### config.mk
export PLATFORM = sky130hd
export DESIGN_NAME = binary_to_decimal_ascii_top
export DESIGN_NICKNAME = d
export VERILOG_FILES = /design/src/hdl/bdac_pkg.sv /design/src/hdl/bdac_dd_stage.sv /design/src/hdl/bdac_serializer.sv /design/src/hdl/binary_to_decimal_ascii_top.sv
export SDC_FILE = /design/constraint.sdc
export NUM_CORES = 1
export LEC_CHECK = 0
export BUFFER_PORTS_ARGS = -buffer_cell sky130_fd_sc_hd__buf_2
export CORE_MARGIN = 2
export CORE_UTILIZATION = 66
export CTS_BUF_LIST = sky130_fd_sc_hd__clkbuf_4 sky130_fd_sc_hd__clkbuf_8 sky130_fd_sc_hd__clkbuf_16
export CTS_CLUSTER_DIAMETER = 100
export CTS_CLUSTER_SIZE = 14
export DETAILED_ROUTE_END_ITERATION = 10
export PLACE_DENSITY = 0.87
export SLEW_MARGIN = 20
export SYNTH_ARGS = -nofsm -noshare
export SYNTH_HDL_FRONTEND = slang
export SYNTH_SLANG_ARGS = --single-unit
### constraint.sdc
create_clock -name clk -period 9.4 [get_ports clk]
set_input_delay 0.94 -clock clk [delete_from_list [all_inputs] [get_ports clk]]
set_output_delay 0.94 -clock clk [all_outputs]
set_load 0.1 [all_outputs]
### src/hdl/bdac_pkg.sv
// Shared types, constants and the double-dabble step for the decimal ASCII converter.
package bdac_pkg;

  localparam int VALUE_W        = 32;
  localparam int DIGITS         = 10;
  localparam int DIGIT_W        = 4;
  localparam int BCD_W          = DIGITS * DIGIT_W;
  localparam int NUM_STAGES     = 4;
  localparam int BITS_PER_STAGE = VALUE_W / NUM_STAGES;
  localparam int CHAR_W         = 6;
  localparam int COUNT_W        = 4;
  localparam int IDX_W          = 4;

  localparam logic [CHAR_W-1:0]  ASCII_ZERO = 6'd48;
  localparam logic [DIGIT_W-1:0] ADJ_LIMIT  = 4'd5;
  localparam logic [DIGIT_W-1:0] ADJ_ADD    = 4'd3;

  typedef logic [DIGITS-1:0][DIGIT_W-1:0] bcd_t;
  typedef logic [IDX_W-1:0]               idx_t;
  typedef logic [COUNT_W-1:0]             count_t;

  // Partial conversion: decimal digits so far and binary bits still to shift in.
  typedef struct packed {
    bcd_t               bcd;
    logic [VALUE_W-1:0] bin;
  } dd_t;

  // One group of shift-add-3 steps, BITS_PER_STAGE bits long.
  function automatic dd_t dabble(input dd_t d_in);
    dd_t                d;
    logic [BCD_W-1:0]   flat;
    d = d_in;
    for (int s = 0; s < BITS_PER_STAGE; s++) begin
      for (int k = 0; k < DIGITS; k++) begin
        if (d.bcd[k] >= ADJ_LIMIT) begin
          d.bcd[k] = d.bcd[k] + ADJ_ADD;
        end
      end
      flat  = d.bcd;
      flat  = {flat[BCD_W-2:0], d.bin[VALUE_W-1]};
      d.bcd = flat;
      d.bin = {d.bin[VALUE_W-2:0], 1'b0};
    end
    return d;
  endfunction

endpackage

### src/hdl/bdac_dd_stage.sv
// One registered double-dabble pipeline stage with valid and backpressure.
module bdac_dd_stage import bdac_pkg::*; (
  input  logic clk,
  input  logic rst_n,
  input  logic up_valid,
  input  dd_t  up_data,
  output logic up_ready,
  output logic dn_valid,
  output dd_t  dn_data,
  input  logic dn_ready
);

  logic valid_r, valid_nxt;
  dd_t  data_r;

  assign up_ready  = !valid_r || dn_ready;
  assign valid_nxt = up_ready ? up_valid : valid_r;

  always_ff @(posedge clk) begin
    if (!rst_n) begin
      valid_r <= 1'b0;
    end else begin
      valid_r <= valid_nxt;
    end
  end

  always_ff @(posedge clk) begin
    if (up_ready && up_valid) begin
      data_r <= dabble(up_data);
    end
  end

  assign dn_valid = valid_r;
  assign dn_data  = data_r;

endmodule

### src/hdl/bdac_serializer.sv
// Digit serializer: finds the digit count and sends one ASCII digit per beat.
module bdac_serializer import bdac_pkg::*; (
  input  logic              clk,
  input  logic              rst_n,
  input  logic              up_valid,
  input  bcd_t              up_bcd,
  output logic              up_ready,
  output logic              out_valid,
  input  logic              out_stall,
  output logic [CHAR_W-1:0] out_digit_char,
  output count_t            out_digit_count,
  output logic              out_last_digit
);

  logic   busy_r, busy_nxt;
  bcd_t   bcd_r;
  count_t cnt_r;
  idx_t   idx_r, idx_nxt;
  count_t load_cnt;
  logic   take;

  // Highest nonzero digit sets the count; zero still gives one digit.
  always_comb begin
    load_cnt = count_t'(1);
    for (int k = 1; k < DIGITS; k++) begin
      if (up_bcd[k] != '0) begin
        load_cnt = count_t'(k + 1);
      end
    end
  end

  assign out_valid       = busy_r;
  assign out_last_digit  = (idx_r == '0);
  assign out_digit_count = cnt_r;
  assign out_digit_char  = ASCII_ZERO + {{(CHAR_W-DIGIT_W){1'b0}}, bcd_r[idx_r]};

  assign take     = busy_r && !out_stall;
  assign up_ready = !busy_r || (take && out_last_digit);

  always_comb begin
    busy_nxt = busy_r;
    idx_nxt  = idx_r;
    if (up_ready) begin
      busy_nxt = up_valid;
      idx_nxt  = idx_t'(load_cnt - count_t'(1));
    end else if (take) begin
      idx_nxt = idx_r - idx_t'(1);
    end
  end

  always_ff @(posedge clk) begin
    if (!rst_n) begin
      busy_r <= 1'b0;
    end else begin
      busy_r <= busy_nxt;
    end
  end

  always_ff @(posedge clk) begin
    idx_r <= idx_nxt;
    if (up_ready && up_valid) begin
      bcd_r <= up_bcd;
      cnt_r <= load_cnt;
    end
  end

endmodule

### src/hdl/binary_to_decimal_ascii_top.sv
// Top level of the 32-bit binary to decimal ASCII converter.
//
//  channel | ports                                            | dir | beat
//  input   | in_valid, in_stall, in_value[31:0]               | in  | one value
//  result  | out_valid, out_stall, out_digit_char[5:0],       | out | one digit
//          | out_digit_count[3:0], out_last_digit             |     |
//
// A value passes four double-dabble stages of eight bits each, then the serializer.
// The first digit shows once the value has passed the stage registers and the
// serializer register. The serializer sends digit_count digits (1 to 10) per item,
// one per cycle while out_stall is low, and loads the next item with its last one.
// Reset clears only the valid and busy bits.
// A stall on the result side holds the serializer, then fills the stages, then
// raises in_stall; no beat is lost or repeated.
module binary_to_decimal_ascii_top import bdac_pkg::*; (
  input  logic               clk,
  input  logic               rst_n,
  input  logic               in_valid,
  output logic               in_stall,
  input  logic [VALUE_W-1:0] in_value,
  output logic               out_valid,
  input  logic               out_stall,
  output logic [CHAR_W-1:0]  out_digit_char,
  output count_t             out_digit_count,
  output logic               out_last_digit
);

  logic [NUM_STAGES:0] v;
  logic [NUM_STAGES:0] rdy;
  dd_t                 d [NUM_STAGES+1];

  assign v[0]     = in_valid;
  assign d[0]     = '{bcd: '0, bin: in_value};
  assign in_stall = !rdy[0];

  for (genvar g = 0; g < NUM_STAGES; g++) begin : g_stage
    bdac_dd_stage u_stage (
      .clk      (clk),
      .rst_n    (rst_n),
      .up_valid (v[g]),
      .up_data  (d[g]),
      .up_ready (rdy[g]),
      .dn_valid (v[g+1]),
      .dn_data  (d[g+1]),
      .dn_ready (rdy[g+1])
    );
  end

  bdac_serializer u_ser (
    .clk             (clk),
    .rst_n           (rst_n),
    .up_valid        (v[NUM_STAGES]),
    .up_bcd          (d[NUM_STAGES].bcd),
    .up_ready        (rdy[NUM_STAGES]),
    .out_valid       (out_valid),
    .out_stall       (out_stall),
    .out_digit_char  (out_digit_char),
    .out_digit_count (out_digit_count),
    .out_last_digit  (out_last_digit)
  );

endmodule

After elaboration in Yosys (flattened, before gate mapping)
Index checks and enable logic that the tools add are counted.
Widths: inputs -> output; s select.

storage, ports and cells
  register bits after elaboration = 257
  bits in latches = 0
  memory bits (writable) = 0
  memory bits (read-only) = 0
  bits of input ports = 36
  output and inout bits = 13
  memories kept = 0

operators by class
  add/subtract/negate cells = 277
  $mul = 0
  div/mod/pow operators = 0
  magnitude comparators = 275
  eq/ne operators = 0
  shifts and indexed selects = 0
  multiplexer cells = 524
  bitwise operators = 0
  reductions and logical operators = 30

operators with widths
  kind                 number
  $mux 4               474
  $ge 4x3->1 const B   274
  $add 4x2->4 const B  251
  $mux 3               47
  $add 3x2->3 const B  23
  $reduce_bool 4->1    9
  $bmux 4 s4           1
  $sub 4x1->4 const B  2
  $logic_and 1x1->1    7
  $logic_not 1->1      7
  $add 5x5->6 const A  1
  $logic_or 1x1->1     5
  $lt 4x5->1 const B   1
  $logic_not 4->1      1
  $mux 2               2
  $reduce_bool 2->1    1

Logic depth before layout (Yosys ltp)
  depth in word-level cells = 30
  gate-level depth with buffers = 39
  depth with buffers taken out = 39

Hierarchy
A second synthesis with hierarchy kept.

unflattened totals
  cells, all modules = 7293
  area total of the unflattened synthesis = 54960.2 µm²

by module, submodules not included
  module                       times used  cells an instance  area each (µm²)  seq. area each (µm²)
  bdac_dd_stage                4           1791               13200.2          1941.9
  bdac_serializer              1           127                2152.1           1461.4
  binary_to_decimal_ascii_top  1           2                  7.5              0.0

Least setup slack after synthesis
Ideal clock, no wire load.

  path type = register -> register
  start point = register g_stage[2].u_stage.data_r, in the netlist g_stage[2].u_stage.dn_data[60]
  end point = register g_stage[3].u_stage.data_r, in the netlist g_stage[3].u_stage.dn_data[70] (data pin)
  library setup time = 267 ps
  data arrival time = 6529 ps
  required time = 9133 ps
  path slack = 2604 ps
  stages on the path, launching flop included = 38
  path buffers = 1
  cells stage by stage = edfxtp_1 -> inv_1 -> ha_1 -> inv_1 -> ha_1 -> a21oi_4 -> xnor2_1 -> inv_1 -> ha_1 -> nor2b_1 -> mux2i_1 -> a2111oi_1 -> nor2_1 -> and3_1 -> a2111oi_4 -> inv_1 -> ha_1 -> inv_1 -> (+2 left out) -> xor2_2 -> ha_1 -> nor2b_1 -> nand2_1 -> o21ai_1 -> a21oi_1 -> xor2_1 -> nand2_1 -> ha_1 -> clkbuf_1 -> a21oi_1 -> mux2i_1 -> ha_1 -> nor2b_1 -> a21o_1 -> a21oi_1 -> o32a_1 -> mux2i_1

on the way
  longest elaborated chain between the ends = 23

ends and longest elaborated chain
  element                                    RTL line                        source
  start: declaration                         bdac_dd_stage.sv:14             dd_t data_r;
  start signal: assignment                   bdac_dd_stage.sv:29             data_r <= dabble(up_data);
  $add 4x2->4 or $ge 4x3->1 (tied branches)  bdac_pkg.sv:36, bdac_pkg.sv:35
  $mux 4 (*)                                 bdac_pkg.sv:35                  if (d.bcd[k] >= ADJ_LIMIT) begin
  $mux 4 (*)                                 bdac_dd_stage.sv:28             if (up_ready && up_valid) begin
  $add 4x2->4 or $ge 4x3->1 (tied branches)  bdac_pkg.sv:36, bdac_pkg.sv:35
  $mux 4                                     bdac_pkg.sv:35
  $mux 4                                     bdac_dd_stage.sv:28
  $add 4x2->4, or another cell as far along  bdac_pkg.sv:36                  d.bcd[k] = d.bcd[k] + ADJ_ADD;
  $mux 4 or $mux 3 (tied branches)           bdac_pkg.sv:35
  (+7 left out)                              n/a
  $add 4x2->4, or another cell as far along  bdac_pkg.sv:36
  $mux 4 or $mux 3 (tied branches)           bdac_pkg.sv:35
  $mux 4 or $mux 3 (tied branches)           bdac_dd_stage.sv:28
  $add 4x2->4, or another cell as far along  bdac_pkg.sv:36
  $mux 4 or $mux 3 (tied branches)           bdac_pkg.sv:35
  $mux 4 or $mux 3 (tied branches)           bdac_dd_stage.sv:28
  $ge 4x3->1 or $add 3x2->3 (tied branches)  bdac_pkg.sv:35, bdac_pkg.sv:36
  $mux 3 (*)                                 bdac_pkg.sv:35
  end signal: assignment                     bdac_dd_stage.sv:29
  end: declaration                           bdac_dd_stage.sv:14

Mark *: on every way between the ends. The rest lies on a longest branch, timed or not. The select of a mux whose other input is x is not followed.
A chain may end at the register's enable or synchronous reset.

Worst setup path in the final report
Ends and elaborated chain as after synthesis.

==> out/qor.yml <==
logic_synthesis:
  ys_types: 149
  synth_commonest_cells: "296 x nor2_1, 295 x nand2_1, 209 x inv_1"
  syn_area_um2: 26390
  synth_seq_cells: 203
  ys_seq_area_share_pct: 22.91
  async_reset_ff_share_pct: 0
  synth_edf_count: 198
  synth_area_leaders: "edfxtp_1 23%, ha_1 6.7%, nor2_1 4.2%, nand2_1 4.2%, mux2i_1 3.9%"
  yosysMostFrequentCell: "nor2_1"
  avgSynthCellArea_um2: 8.156
  synth_flop_cell: "edfxtp_1"
  yosysTopAreaCellShare_pct: 22.53
  yosysWarnings: 0
  synth_cells: 3236
  synth_top_area_cell: "edfxtp_1"
setup_path:
  critical-path-top-delay-family: "compound AO/OA/AOI/OAI gates"
  critPathBufInv: 5
  cp.required_ns: 9.75
  slowest_delay_ns: 0.48
  critPathLaunch: "g_stage[2].u_stage.dn_data[60]"
  start_kind: "flip-flop"
  crit_fanout: 8
  cp_slowest_cell: "edfxtp_1"
  worstPathArrival_ns: 8.30
  crit_top_cell: "ha_1"
  worstSetupPathType: "flip-flop to flip-flop"
  r2r_slack_ns: 1.45
  reg2reg_to: "g_stage[3].u_stage.dn_data[70]"
  worst-r2r-cell-count: 36
  cp-end-kind: "flip-flop"
  timing.rr.start: "g_stage[2].u_stage.dn_data[60]"
  cp_num_cells: 36
  cp-endpoint: "g_stage[3].u_stage.dn_data[70]"
floorplan:
  die-area_um2: 41600
  initial_core_util_pct: 66.58
  fp-row-count: 73
  die_y_um: 204.0
  core_area_um2: 39640
  die_w_um: 204.0
  ios: 49
finish:
  drive_above_1_share_pct: 12.11
  nFillCells: 3021
  antennaDiodeCount: 0
  synthToLayoutAreaGrowth_pct: 4.722
  fin_nets: 3397
  stdcell_count: 3754
global_routing:
  grt_usage_pct: 27.06
  grt_antenna_before_repair: 0
  grt_max_degree: 45
  grt_pass1_vias: 22980
  overflow: 0
  grt_pass1_wl_um: 99470
routing:
  vias_per_cell: 6.547
  num_vias: 24580
  finalWirelength_um: 58690
  dr.pass1.iters: 7
  ant_nets: 0
  route.detailed.drc: 0
  routedWlPerCell_um: 15.63
  drt_iter0_markers: 1937
timing:
  whs_ns: 0.4185
  fin_setup_tns_ns: 0
  final_hold_viol_count: 0
  slew_headroom_pct: 27.25
  setup_viol: 0
  rsz0062_at_grt: "no"
  min_period_ns: 7.952
  tightest_slew_ns: 1.086
  drv_slew: 0
  clock_skew_ns: 0.03561
  min_period_over_period_pct: 84.60
  max_freq_ghz: 0.1258
  finalWorstSetupSlack_ns: 1.448
cts:
  hold_buffers: 0
  cts_setup_buffers: 0
  cts_buffers: 20
  cts_resized: 0
  clk_pin_slew_ns: 0.07
  clockRootBuffer: "clkbuf_16"
  tritoncts: "done"
  clock-sinks: 203
  insertion_delay_ns: 0.54
  clock_path_buffers: 3
  cts_max_level: 1
placement:
  hpwl_um: 44080
  io_buffers: 46
  preCtsSetupSlack_ns: 1.559
  gp_congestion: 0.8764
  numPlacedInstances: 3721
status:
  outcome: "finished clean"
hold_path:
  hold_class: "flip-flop to flip-flop"
flow_run:
  max_cap_viol_count: 0
-- worst reg2reg max path: cells and delay by family, from the launching register on --
kind                     cells  cell delay (ns)
AO/OA/AOI/OAI               11             2.82
adder cells (fa/ha/maj)      7             1.62
AND/OR/NAND/NOR              8             1.31
XOR/XNOR                     2             0.63
flip-flops                   1             0.48
multiplexers                 3             0.48
buffers and inverters        5             0.43
-- logic make-up after synthesis --
family / synth area share (%)
compound gates: 31.66
xor+xnor: 4.764
simple gates: 20.66
fa+ha+maj: 6.850
other cells: 0.01421
flops: 22.91
buf+inv: 4.831
mux: 8.315
-- final cells by class --
cell class                 count  area (um^2)  share of cell area, %
sequential                   203         6046                  21.87
clock buffer                  28        584.3                  2.114
multi-input combinational   2713        19130                  69.20
inverter                     225        844.6                  3.056
tap                          525        656.9                  2.377
timing repair buffer          56        317.8                  1.150
clock inverter                 4        63.81                 0.2309
-- cells in the final DEF (no fill, tap or decap), drive strengths merged, types with 50 or more instances in the layout --
cell type,instances
nor2,302
nand2,297
o21ai,269
inv,226
a21oi,212
edfxtp,198
ha,142
mux2i,113
xnor2,94
nand3,91
nor3,79
mux2,68
o211ai,66
and2,61
buf,56
nand2b,54
a31oi,52
o21a,51
a211oi,50
-- sequential cells by signal, indices dropped and copies added, names as in the netlist --
signal / flops
g_stage.u_stage.dn_data: 150
u_ser.bcd_r: 40
g_stage.u_stage.dn_valid: 4
u_ser.idx_r: 4
u_ser.out_digit_count: 4
u_ser.out_valid: 1
-- routing by layer --
layer	GRT usage, %	share of wire [%]	vias to the layer above
li1	-	-	12200
met2	51.19	51	685
met4	6.755	1.9	0
met1	32.89	43	11580
met5	0	0	-
met3	2.376	3.9	104
-- worst min-delay path by stage --
stage	start	to	slack, ns	cells past startpoint
2_1_floorplan	g_stage[0].u_stage.dn_data[8]	g_stage[1].u_stage.dn_data[16]	0.40	0
3_3_place_gp	g_stage[0].u_stage.dn_data[13]	g_stage[1].u_stage.dn_data[21]	0.40	0
3_5_place_dp	g_stage[0].u_stage.dn_data[18]	g_stage[1].u_stage.dn_data[26]	0.41	0
4_1_cts	g_stage[0].u_stage.dn_data[18]	g_stage[1].u_stage.dn_data[26]	0.42	0
5_1_grt	g_stage[1].u_stage.dn_data[23]	g_stage[2].u_stage.dn_data[31]	0.42	0
6_report	g_stage[0].u_stage.dn_data[18]	g_stage[1].u_stage.dn_data[26]	0.42	0
-- through the flow --
stage	area (um^2)	utilization, %
2_1_floorplan	26400	-
3_3_place_gp	26960	68.02
3_5_place_dp	26960	68.02
4_1_cts	27610	69.65
5_1_grt	27640	69.72
6_report	27640	69.72
Power is left out: the tool's default activity adds up to more than one toggle a clock period on the data nets, which glitch-free logic cannot reach.
